## src/rtl/pfc_pkg.sv

```systemverilog
package pfc_pkg;

  localparam int unsigned CodeW  = 5;
  localparam int unsigned Side   = 5;
  localparam int unsigned Cells  = Side * Side;
  localparam int unsigned LowW   = 45;
  localparam int unsigned MidW   = 40;
  localparam int unsigned HighW  = 40;
  localparam int unsigned CfgW   = LowW;
  localparam int unsigned PosW   = 3;

  localparam logic [CodeW-1:0] LETTER_X = 5'd23;
  localparam logic [CodeW-1:0] LETTER_J = 5'd9;
  localparam logic [CodeW-1:0] LETTER_I = 5'd8;
  localparam logic [PosW-1:0]  SIDE_LAST = 3'd4;

  // configuration register indexes
  localparam logic [1:0] REG_DIRECTION = 2'd0;
  localparam logic [1:0] REG_CELLS_LO  = 2'd1;
  localparam logic [1:0] REG_CELLS_MID = 2'd2;
  localparam logic [1:0] REG_CELLS_HI  = 2'd3;

  typedef struct packed {
    logic [CodeW-1:0] letter_code;
    logic             message_end;
  } in_t;

  typedef struct packed {
    logic [CodeW-1:0] out_first;
    logic [CodeW-1:0] out_second;
    logic             lookup_miss;
    logic             final_pair;
  } out_t;

endpackage

```

## src/rtl/playfair_digraph_cipher_unit.sv

```systemverilog
// Channel   | ports                          | transfer when
// ----------+--------------------------------+-------------------------------
// input     | in_valid, in_stall, in_data    | in_valid & !in_stall
// result    | out_valid, out_stall, out_data | out_valid & !out_stall
// config    | cfg_we, cfg_index, cfg_wdata   | cfg_we (no handshake)
//
// One letter per cycle while in_stall is low. A completed pair is registered in the
// pair register, then its digraph is registered in the output register.
// An encrypted doubled pair that also ends the message yields two digraphs;
// the spare register then holds the second pair and the input stalls until the pair register takes it.
// Reset (rst_n low, synchronous) empties both stages, clears the held letter
// and the configuration. A stalled output backs up through both stages.
module playfair_digraph_cipher_unit (
  input  logic          clk,
  input  logic          rst_n,
  input  logic          in_valid,
  output logic          in_stall,
  input  pfc_pkg::in_t  in_data,
  output logic          out_valid,
  input  logic          out_stall,
  output pfc_pkg::out_t out_data,
  input  logic          cfg_we,
  input  logic [1:0]    cfg_index,
  input  logic [pfc_pkg::CfgW-1:0] cfg_wdata
);

  // configuration
  logic                          dir_r;
  logic [pfc_pkg::LowW-1:0]      cells_lo_r;
  logic [pfc_pkg::MidW-1:0]      cells_mid_r;
  logic [pfc_pkg::HighW-1:0]     cells_hi_r;
  logic [pfc_pkg::Cells*pfc_pkg::CodeW-1:0] cells_flat;

  // pairing state
  logic                          held_valid_r, held_valid_nxt;
  logic [pfc_pkg::CodeW-1:0]     held_letter_r, held_letter_nxt;

  // pair register and spare pair
  logic                          p_valid_r, p_valid_nxt;
  logic [pfc_pkg::CodeW-1:0]     p_a_r, p_a_nxt, p_b_r, p_b_nxt;
  logic                          p_last_r, p_last_nxt;
  logic                          x_valid_r, x_valid_nxt;
  logic [pfc_pkg::CodeW-1:0]     x_a_r, x_a_nxt;

  // output register
  logic                          o_valid_r;
  pfc_pkg::out_t                 o_data_r;
  pfc_pkg::out_t                 emit_res;

  logic                          o_load_ok, p_adv, in_acc;
  logic [pfc_pkg::CodeW-1:0]     letter;
  logic                          gen1, gen2;
  logic [pfc_pkg::CodeW-1:0]     g_a, g_b;
  logic                          g_last;

  assign cells_flat = {cells_hi_r, cells_mid_r, cells_lo_r};

  always_ff @(posedge clk) begin
    if (!rst_n) begin
      dir_r       <= 1'b0;
      cells_lo_r  <= '0;
      cells_mid_r <= '0;
      cells_hi_r  <= '0;
    end else if (cfg_we) begin
      unique case (cfg_index)
        pfc_pkg::REG_DIRECTION: dir_r       <= cfg_wdata[0];
        pfc_pkg::REG_CELLS_LO:  cells_lo_r  <= cfg_wdata;
        pfc_pkg::REG_CELLS_MID: cells_mid_r <= cfg_wdata[pfc_pkg::MidW-1:0];
        pfc_pkg::REG_CELLS_HI:  cells_hi_r  <= cfg_wdata[pfc_pkg::HighW-1:0];
        default: ;
      endcase
    end
  end

  // Handshake. The spare pair blocks the input until it moves into the pair register.
  assign o_load_ok = !o_valid_r || !out_stall;
  assign p_adv     = p_valid_r && o_load_ok;
  assign in_stall  = x_valid_r || (p_valid_r && !o_load_ok);
  assign in_acc    = in_valid && !in_stall;

  // Pairing: J folds to I when encrypting; doubled letters and an odd end
  // get X when encrypting; an odd end is dropped when decrypting.
  always_comb begin
    letter = in_data.letter_code;
    if (!dir_r && letter == pfc_pkg::LETTER_J) begin
      letter = pfc_pkg::LETTER_I;
    end
    gen1            = 1'b0;
    gen2            = 1'b0;
    g_a             = held_letter_r;
    g_b             = letter;
    g_last          = in_data.message_end;
    held_valid_nxt  = held_valid_r;
    held_letter_nxt = held_letter_r;
    if (dir_r) begin
      if (held_valid_r) begin
        gen1            = 1'b1;
        held_valid_nxt  = 1'b0;
        held_letter_nxt = '0;
      end else if (in_data.message_end) begin
        held_valid_nxt  = 1'b0;
        held_letter_nxt = '0;
      end else begin
        held_valid_nxt  = 1'b1;
        held_letter_nxt = letter;
      end
    end else begin
      if (held_valid_r) begin
        gen1 = 1'b1;
        if (held_letter_r == letter) begin
          g_b    = pfc_pkg::LETTER_X;
          g_last = 1'b0;
          if (in_data.message_end) begin
            gen2            = 1'b1;
            held_valid_nxt  = 1'b0;
            held_letter_nxt = '0;
          end else begin
            held_valid_nxt  = 1'b1;
            held_letter_nxt = letter;
          end
        end else begin
          held_valid_nxt  = 1'b0;
          held_letter_nxt = '0;
        end
      end else if (in_data.message_end) begin
        gen1   = 1'b1;
        g_a    = letter;
        g_b    = pfc_pkg::LETTER_X;
        g_last = 1'b1;
      end else begin
        held_valid_nxt  = 1'b1;
        held_letter_nxt = letter;
      end
    end
  end

  always_comb begin
    p_valid_nxt = p_valid_r;
    p_a_nxt     = p_a_r;
    p_b_nxt     = p_b_r;
    p_last_nxt  = p_last_r;
    x_valid_nxt = x_valid_r;
    x_a_nxt     = x_a_r;
    if (x_valid_r && p_adv) begin
      p_valid_nxt = 1'b1;
      p_a_nxt     = x_a_r;
      p_b_nxt     = pfc_pkg::LETTER_X;
      p_last_nxt  = 1'b1;
      x_valid_nxt = 1'b0;
    end else if (in_acc && gen1) begin
      p_valid_nxt = 1'b1;
      p_a_nxt     = g_a;
      p_b_nxt     = g_b;
      p_last_nxt  = g_last;
      x_valid_nxt = gen2;
      x_a_nxt     = letter;
    end else if (p_adv) begin
      p_valid_nxt = 1'b0;
    end
  end

  always_ff @(posedge clk) begin
    if (!rst_n) begin
      held_valid_r  <= 1'b0;
      held_letter_r <= '0;
      p_valid_r     <= 1'b0;
      x_valid_r     <= 1'b0;
      o_valid_r     <= 1'b0;
    end else begin
      if (in_acc) begin
        held_valid_r  <= held_valid_nxt;
        held_letter_r <= held_letter_nxt;
      end
      p_valid_r <= p_valid_nxt;
      x_valid_r <= x_valid_nxt;
      if (o_load_ok) begin
        o_valid_r <= p_valid_r;
      end
    end
  end

  always_ff @(posedge clk) begin
    p_a_r    <= p_a_nxt;
    p_b_r    <= p_b_nxt;
    p_last_r <= p_last_nxt;
    x_a_r    <= x_a_nxt;
    if (p_adv) begin
      o_data_r <= emit_res;
    end
  end

  // ---- digraph transform: 25 parallel compares per letter ----
  logic                      fa, fb;
  logic [pfc_pkg::PosW-1:0]  ra, ca, rb, cb;
  logic [pfc_pkg::PosW-1:0]  ra2, ca2, rb2, cb2;
  logic [pfc_pkg::CodeW-1:0] ia, ib;

  function automatic logic [pfc_pkg::PosW-1:0] step_pos(
    input logic [pfc_pkg::PosW-1:0] p, input logic back);
    logic [pfc_pkg::PosW-1:0] r;
    if (back) begin
      r = (p == '0) ? pfc_pkg::SIDE_LAST : p - 1'b1;
    end else begin
      r = (p == pfc_pkg::SIDE_LAST) ? '0 : p + 1'b1;
    end
    return r;
  endfunction

  always_comb begin
    fa = 1'b0;
    fb = 1'b0;
    ra = '0;
    ca = '0;
    rb = '0;
    cb = '0;
    // ascending scan: highest matching cell wins
    for (int i = 0; i < pfc_pkg::Cells; i++) begin
      if (cells_flat[i*pfc_pkg::CodeW +: pfc_pkg::CodeW] == p_a_r) begin
        fa = 1'b1;
        ra = pfc_pkg::PosW'(i / pfc_pkg::Side);
        ca = pfc_pkg::PosW'(i % pfc_pkg::Side);
      end
      if (cells_flat[i*pfc_pkg::CodeW +: pfc_pkg::CodeW] == p_b_r) begin
        fb = 1'b1;
        rb = pfc_pkg::PosW'(i / pfc_pkg::Side);
        cb = pfc_pkg::PosW'(i % pfc_pkg::Side);
      end
    end
    ra2 = ra;
    ca2 = ca;
    rb2 = rb;
    cb2 = cb;
    if (ra == rb) begin
      ca2 = step_pos(ca, dir_r);
      cb2 = step_pos(cb, dir_r);
    end else if (ca == cb) begin
      ra2 = step_pos(ra, dir_r);
      rb2 = step_pos(rb, dir_r);
    end else begin
      ca2 = cb;
      cb2 = ca;
    end
    // cell = 5*row + col
    ia = {ra2, 2'b00} + {2'b00, ra2} + {2'b00, ca2};
    ib = {rb2, 2'b00} + {2'b00, rb2} + {2'b00, cb2};
    emit_res.final_pair = p_last_r;
    if (!fa || !fb) begin
      emit_res.out_first   = '0;
      emit_res.out_second  = '0;
      emit_res.lookup_miss = 1'b1;
    end else begin
      emit_res.out_first   = cells_flat[ia*pfc_pkg::CodeW +: pfc_pkg::CodeW];
      emit_res.out_second  = cells_flat[ib*pfc_pkg::CodeW +: pfc_pkg::CodeW];
      emit_res.lookup_miss = 1'b0;
    end
  end

  assign out_valid = o_valid_r;
  assign out_data  = o_data_r;

endmodule

```

## config.mk

```make
export PLATFORM = sky130hd
export DESIGN_NAME = playfair_digraph_cipher_unit
export DESIGN_NICKNAME = d
export VERILOG_FILES = /design/src/rtl/pfc_pkg.sv /design/src/rtl/playfair_digraph_cipher_unit.sv
export SDC_FILE = /design/constraint.sdc
export NUM_CORES = 1
export LEC_CHECK = 0
export ABC_CLOCK_PERIOD_IN_PS = 6000
export BUFFER_PORTS_ARGS = -buffer_cell sky130_fd_sc_hd__buf_2
export CAP_MARGIN = 20
export CORE_UTILIZATION = 53
export DETAILED_ROUTE_END_ITERATION = 10
export PLACE_DENSITY = 0.77
export SYNTH_ARGS = -nofsm -noshare
export SYNTH_HDL_FRONTEND = slang
export SYNTH_SLANG_ARGS = --single-unit
```

## constraint.sdc

```tcl
create_clock -name clk -period 6 [get_ports clk]
set_input_delay 0.6 -clock clk [delete_from_list [all_inputs] [get_ports clk]]
set_output_delay 0.6 -clock clk [all_outputs]
set_load 0.02 [all_outputs]
```

* Word level (Yosys, flattened, before mapping)
Cells that the tools add are included.
** Storage, ports and cells
- Register bits :: 163
- Latch bits :: 0
- Memory bits (writable) :: 0
- Bits in read-only memories :: 0
- Bits of input ports :: 58
- Output and inout port bits :: 14
- Logic and storage cells :: 320
- Memories kept :: 0
** Cells by class
- Add/sub/neg operators :: 12
- Multipliers :: 2
- Div/mod/pow operators :: 0
- Magnitude comparators :: 0
- Eq/ne operators :: 62
- Shift-type cells :: 2
- Mux-type cells :: 193
- Bitwise gates (word level) :: 2
- Reduce and logical (&&, ||, !) cells :: 30
** Operator list (count)
- two-way mux 3 bit :: 104
- == test 5 bit :: 51
- variable part select 125 x 9 -> 5 bit :: 2
- two-way mux 5 bit :: 16
- two-way mux 1 bit :: 73
- adder 5 x 3 -> 5 bit :: 4
- multiplier 5 x 3 -> 8 bit (second input constant) :: 2
- adder 3 x 1 -> 3 bit (second input constant) :: 4
- == test 3 bit (second input constant) :: 4
- zero test 3 bit :: 4
- AND reduction 2 bit :: 6
- subtractor 3 x 1 -> 3 bit (second input constant) :: 4
- zero test 1 bit :: 7
- == test 3 bit :: 2
- logical AND 1 bit :: 6
- == test 5 x 4 -> 1 bit (second input constant) :: 1
- == test 2 bit (second input constant) :: 2
- logical OR 1 bit :: 3
- inequality test 3 x 1 -> 1 bit (second input constant) :: 1
- nonzero test 3 bit :: 1
- == test 2 x 1 -> 1 bit (second input constant) :: 1
- zero test 2 bit :: 1
- inverter 1 bit :: 2
- nonzero test 2 bit :: 1
- OR reduction 2 bit :: 1

* Depth between registers and ports, before layout
- Depth in word-level cells :: 32
- Depth in mapped cells :: 26
- Gate-level depth less buffers :: 24

* Worst setup path before layout
No wires, ideal clock.
- Path kind :: reg2reg
- Start point :: reg p_b_r[4] (netlist bit)
- End point :: reg o_data_r (netlist bit out_data[2]) (data pin)
- Library setup time :: 0.269 ns
- Arrival :: 5.292 ns
- Data required time :: 5.731 ns
- Path slack :: 0.440 ns
- Stages on the path, launching flop included :: 22
- Buffers on the path :: 3
- Clock period less this slack :: 5.560 ns
- Cells stage by stage :: dfxtp_1 buf_4 buf_6 buf_6 xnor2_1 nand3_1 nor3_2 a21oi_1 o21ai_1 a211oi_1 o31ai_2 inv_1 ha_1 or2_2 mux4_1 mux2_2 fa_1 fa_1 xor2_1 mux4_2 nand2_1 mux2i_1
** Between the ends
- Longest elaborated chain between the ends :: 32
- Elaborated cells between the ends (all ways) :: 120
- Those cells by class :: add/sub (6); mul (1); eq/ne (29); shift (1); mux (79); reduce/logical (4)
** RTL lines
- start: declaration :: line playfair_digraph_cipher_unit.sv:40 : logic [pfc_pkg::CodeW-1:0] p_a_r, p_a_nxt, p_b_r, p_b_nxt;
- start signal: assignment :: line playfair_digraph_cipher_unit.sv:184 : p_b_r <= p_b_nxt;
- == test 5 bit :: line playfair_digraph_cipher_unit.sv:223 : if (cells_flat[i*pfc_pkg::CodeW +: pfc_pkg::CodeW] == p_b_r) begin
- two-way mux 1 bit :: line playfair_digraph_cipher_unit.sv:223
- two-way mux 3 bit (23 in a row) :: line playfair_digraph_cipher_unit.sv:223
- == test 3 bit, or another cell as far along :: line playfair_digraph_cipher_unit.sv:236 : end else if (ca == cb) begin
- two-way mux 3 bit (on tied branches) :: line playfair_digraph_cipher_unit.sv:236, playfair_digraph_cipher_unit.sv:202, playfair_digraph_cipher_unit.sv:204
- two-way mux 3 bit (on tied branches) :: line playfair_digraph_cipher_unit.sv:233, playfair_digraph_cipher_unit.sv:201
- adder 5 x 3 -> 5 bit / two-way mux 3 bit (equally long branches) :: line playfair_digraph_cipher_unit.sv:245, playfair_digraph_cipher_unit.sv:233
- adder 5 x 3 -> 5 bit :: line playfair_digraph_cipher_unit.sv:245 : ib = {rb2, 2'b00} + {2'b00, rb2} + {2'b00, cb2};
- multiplier 5 x 3 -> 8 bit :: line playfair_digraph_cipher_unit.sv:253 : emit_res.out_second = cells_flat[ib*pfc_pkg::CodeW +: pfc_pkg::CodeW];
- variable part select 125 x 9 -> 5 bit :: line playfair_digraph_cipher_unit.sv:253
- end signal: assignment :: line playfair_digraph_cipher_unit.sv:188 : o_data_r <= emit_res;
- end: declaration :: line playfair_digraph_cipher_unit.sv:47 : pfc_pkg::out_t o_data_r;
Parallel ways exist; a longest one is shown, timed or not.
A chain may end at the register's enable or synchronous reset.

* Final worst setup path
- Start point :: reg p_a_r[2] (netlist bit)
- End point :: reg o_data_r (netlist bit out_data[5]) (data pin)
** Between the ends
- Longest elaborated chain between the ends :: 32
- Elaborated cells between the ends (all ways) :: 106
- Those cells by class :: add/sub (2); mul (1); eq/ne (27); shift (1); mux (73); reduce/logical (2)
** RTL lines
- start: declaration :: line playfair_digraph_cipher_unit.sv:40
- start signal: assignment :: line playfair_digraph_cipher_unit.sv:183 : p_a_r <= p_a_nxt;
- == test 5 bit :: line playfair_digraph_cipher_unit.sv:218 : if (cells_flat[i*pfc_pkg::CodeW +: pfc_pkg::CodeW] == p_a_r) begin
- two-way mux 1 bit :: line playfair_digraph_cipher_unit.sv:218
- two-way mux 3 bit (23 in a row) :: line playfair_digraph_cipher_unit.sv:218
- == test 3 bit :: line playfair_digraph_cipher_unit.sv:236
- two-way mux 3 bit :: line playfair_digraph_cipher_unit.sv:236
- two-way mux 3 bit :: line playfair_digraph_cipher_unit.sv:233 : if (ra == rb) begin
- adder 5 x 3 -> 5 bit (2 in a row) :: line playfair_digraph_cipher_unit.sv:245
- multiplier 5 x 3 -> 8 bit :: line playfair_digraph_cipher_unit.sv:253
- variable part select 125 x 9 -> 5 bit :: line playfair_digraph_cipher_unit.sv:253
Parallel ways exist; a longest one is shown, timed or not.

==> results_dict.tcl <==
set metrics [dict create \
    max_freq_mhz 173.3 \
    p_per_area_nw_per_um2 354.0 \
    critPathKind "flop to flop" \
    die_w_um 157.5 \
    dieHeight_um 157.5 \
    hold_violations 0 \
    boundaryPins 72 \
    setup_violations 0 \
    peakVddDrop_mv 0.7677 \
    min_path_type "input port to flop" \
    antenna_found_initial 0 \
    wl_per_cell_um 23.26 \
    synth_edf_count 22 \
    io_buffer_count 71 \
    fin_util_pct 60.65 \
    synth_seq_cells 163 \
    yosysWarnings 0 \
    synthArstFlopShare_pct 0 \
    cts_tree "built" \
    tightest_slew_ns 1.032 \
    cp_data_arrival_time_ns 5.95 \
    end_kind "flop" \
    num_rows 56 \
    clkTransAtPathRegs_ns 0.07 \
    nFillCells 2062 \
    wl_mm 42.31 \
    coreArea_um2 23610 \
    worstSetupStartpointType "flop" \
    dr_total_vias 11261 \
    grt_use_total_pct 34.78 \
    syn_avg_cell_area_um2 8.925 \
    status "finished clean" \
    dp_hpwl_mm 30.70 \
    synth.distinct_cells 72 \
    synthToLayoutAreaGrowth_pct 11.73 \
    via_per_inst 6.191 \
    period_share_pct 96.19 \
    fin_total_pwr_mw 5.069 \
    syn_area_um2 12820 \
    clockRootBuffer "clkbuf_16" \
    synth_flop_cell "dfxtp_1" \
    syn_inst 1436 \
    cp_max_fo 25 \
    drt_iter0_drc 1467 \
    max_slew_margin_pct 31.13 \
    grt_pass1_vias 10317 \
    clock_latency_ns 0.44 \
    r2r_setup_slack_ns 0.23 \
    drive_gt1_share_pct 17.61 \
    start_util_pct 54.28 \
    rsz0062_at_grt "no" \
    cts.path.max_buffers 2 \
    slew_viol_final 0 \
    cts.sink_count 163 \
    p_leak_nw 5.474 \
    drv_cap 0 \
    finalNetCount 1570 \
    tns_ns 0 \
    fin_skew_ns 0.009223 \
    firstDrtPassIters 5 \
    cts_hold_buf 0 \
    die_area_um2 24810 \
    drc 0 \
    crit_required_ns 6.18 \
    grt_pass1_wl_mm 63.43 \
    cts_made_buffers 17 \
    gp_congestion 1.038 \
    grt_max_degree 136 \
    h-tree-depth 4 \
    period_minus_slack_ns 5.771 \
    overflow 0 \
    route.antenna.remaining_nets 0 \
    ys_seq_area_share_pct 27.18 \
    syn_nets 1520 \
]
-- layout make-up --
type | instances | area, um^2 | area share (%)
multi-input combinational | 1140 | 8663 | 60.50
sequential | 163 | 3487 | 24.35
timing repair buffer | 129 | 1013 | 7.077
clock buffer | 19 | 464.2 | 3.242
tap | 319 | 399.1 | 2.787
clock inverter | 13 | 158.9 | 1.110
inverter | 35 | 131.4 | 0.9174
antenna | 1 | 2.502 | 0.01747
-- flip-flops by register name, summed over array words and instances (netlist names), 5 cells and up --
signal and count:
cells_hi_r 40, p_a_r 5, held_letter_r 5, cells_lo_r 45, out_data 12, cells_mid_r 40
p_b_r 5, x_a_r 5
-- cells in the mapped netlist, types with 4 or more instances --
cell type / n / area, um^2
edfxtp_1: 22 / 660.6
nand2b_1: 6 / 37.54
and2_1: 9 / 56.30
o22a_1: 5 / 43.79
nor3_1: 52 / 260.3
nor2_1: 24 / 90.09
xor2_1: 136 / 1191
dfxtp_1: 141 / 2823
clkbuf_1: 64 / 240.2
o21ai_0: 23 / 115.1
and3_1: 4 / 25.02
a211oi_1: 4 / 30.03
a31oi_1: 6 / 37.54
buf_4: 10 / 75.07
nand3_1: 57 / 285.3
mux4_2: 68 / 1531
nor2b_1: 9 / 56.30
xnor2_1: 132 / 1156
o31ai_1: 5 / 37.54
fa_1: 4 / 80.08
inv_1: 34 / 127.6
buf_1: 4 / 15.01
or3_1: 4 / 25.02
nand4_1: 6 / 37.54
a22oi_1: 4 / 30.03
a21boi_0: 126 / 945.9
mux2i_1: 38 / 380.4
nand2_1: 310 / 1164
ha_1: 22 / 275.3
a21oi_1: 23 / 115.1
buf_6: 18 / 202.7
-- path summary, 6_finish.rpt --
path / startpoint / cells past startpoint / end
worst max-delay path: p_a_r[2] / 21 / out_data[5]
worst min-delay path: cfg_wdata[40] / 3 / cells_lo_r[40]
worst max register to register: p_a_r[2] / 21 / out_data[5]
worst min register to register: p_last_r / 0 / out_data[0]
-- worst max-delay path, stage by stage (launching register included) --
cell	delay, ns
edfxtp_1	0.42
buf_12	0.21
xor2_1	0.16
nor3_1	0.20
nand3_1	0.27
nand4_1	0.30
a311oi_1	0.10
o31ai_2	0.49
inv_1	0.19
a2111oi_4	0.42
nor4_4	0.05
buf_4	0.18
xnor2_1	0.15
and2_1	0.20
inv_1	0.07
fa_1	0.50
fa_1	0.48
xor2_1	0.20
buf_4	0.20
mux4_2	0.53
nand2_1	0.09
mux2i_1	0.07
-- what timing repair did --
item	in CTS	in global routing
setup buffers	0	3
gates resized for setup	0	8
setup endpoints to repair	0	10
endpoints found under the hold margin	0	0
-- routing by layer --
metal	GRT usage, %	vias up	part of all wire [%]
met4	12.90	0	3.4
met1	49.38	5391	42
li1	-	5062	-
met2	52.02	699	44
met3	6.883	109	11
met5	0	-	0
-- report_power, final --
part	internal, mW	total [mW]	leakage (nW)	switching, mW
Clock	0.665	1.18	0.306	0.518
Combinational	1.20	2.67	3.82	1.46
Sequential	1.15	1.22	1.35	0.0724
-- kinds of logic (layout without fill, tap and decap cells) --
logic type               Yosys count  count (layout)  synth area share [%]
AND/OR/NAND/NOR                  508             508                 17.81
XOR/XNOR                         270             270                 18.57
AO/OA/AOI/OAI                    227             227                 12.85
flip-flops                       163             163                 27.18
buffers and inverters            133             196                 5.496
multiplexers                     109             109                 15.33
adder cells (fa/ha/maj)           26              26                 2.773
other                              0               1                     0
-- cells in the final DEF, fill, tap and decap left out, drive strengths merged, types with 22 or more instances in the layout --
| master | count |
|---|---|
| mux2i | 38 |
| nand2 | 311 |
| nor3 | 54 |
| a21boi | 126 |
| ha | 22 |
| buf | 127 |
| inv | 43 |
| nand3 | 59 |
| a21oi | 23 |
| edfxtp | 22 |
| xnor2 | 133 |
| o21ai | 26 |
| xor2 | 137 |
| nor2 | 24 |
| mux4 | 69 |
| dfxtp | 141 |
-- per-stage QoR --
stage | hold slack, ns | std cells | setup WS (ns) | cell area (um^2)
3_3_place_gp | 0.4151 | 1780 | 0.3561 | 13570
2_1_floorplan | 0.4090 | 1436 | 0.4396 | 12820
3_5_place_dp | 0.4216 | 1780 | 0.2194 | 13570
4_1_cts | 0.3988 | 1812 | 0.2021 | 14190
5_1_grt | 0.4081 | 1818 | 0.01132 | 14320
6_report | 0.3976 | 1819 | 0.2288 | 14320
Power figures use the tool's default switching activity.
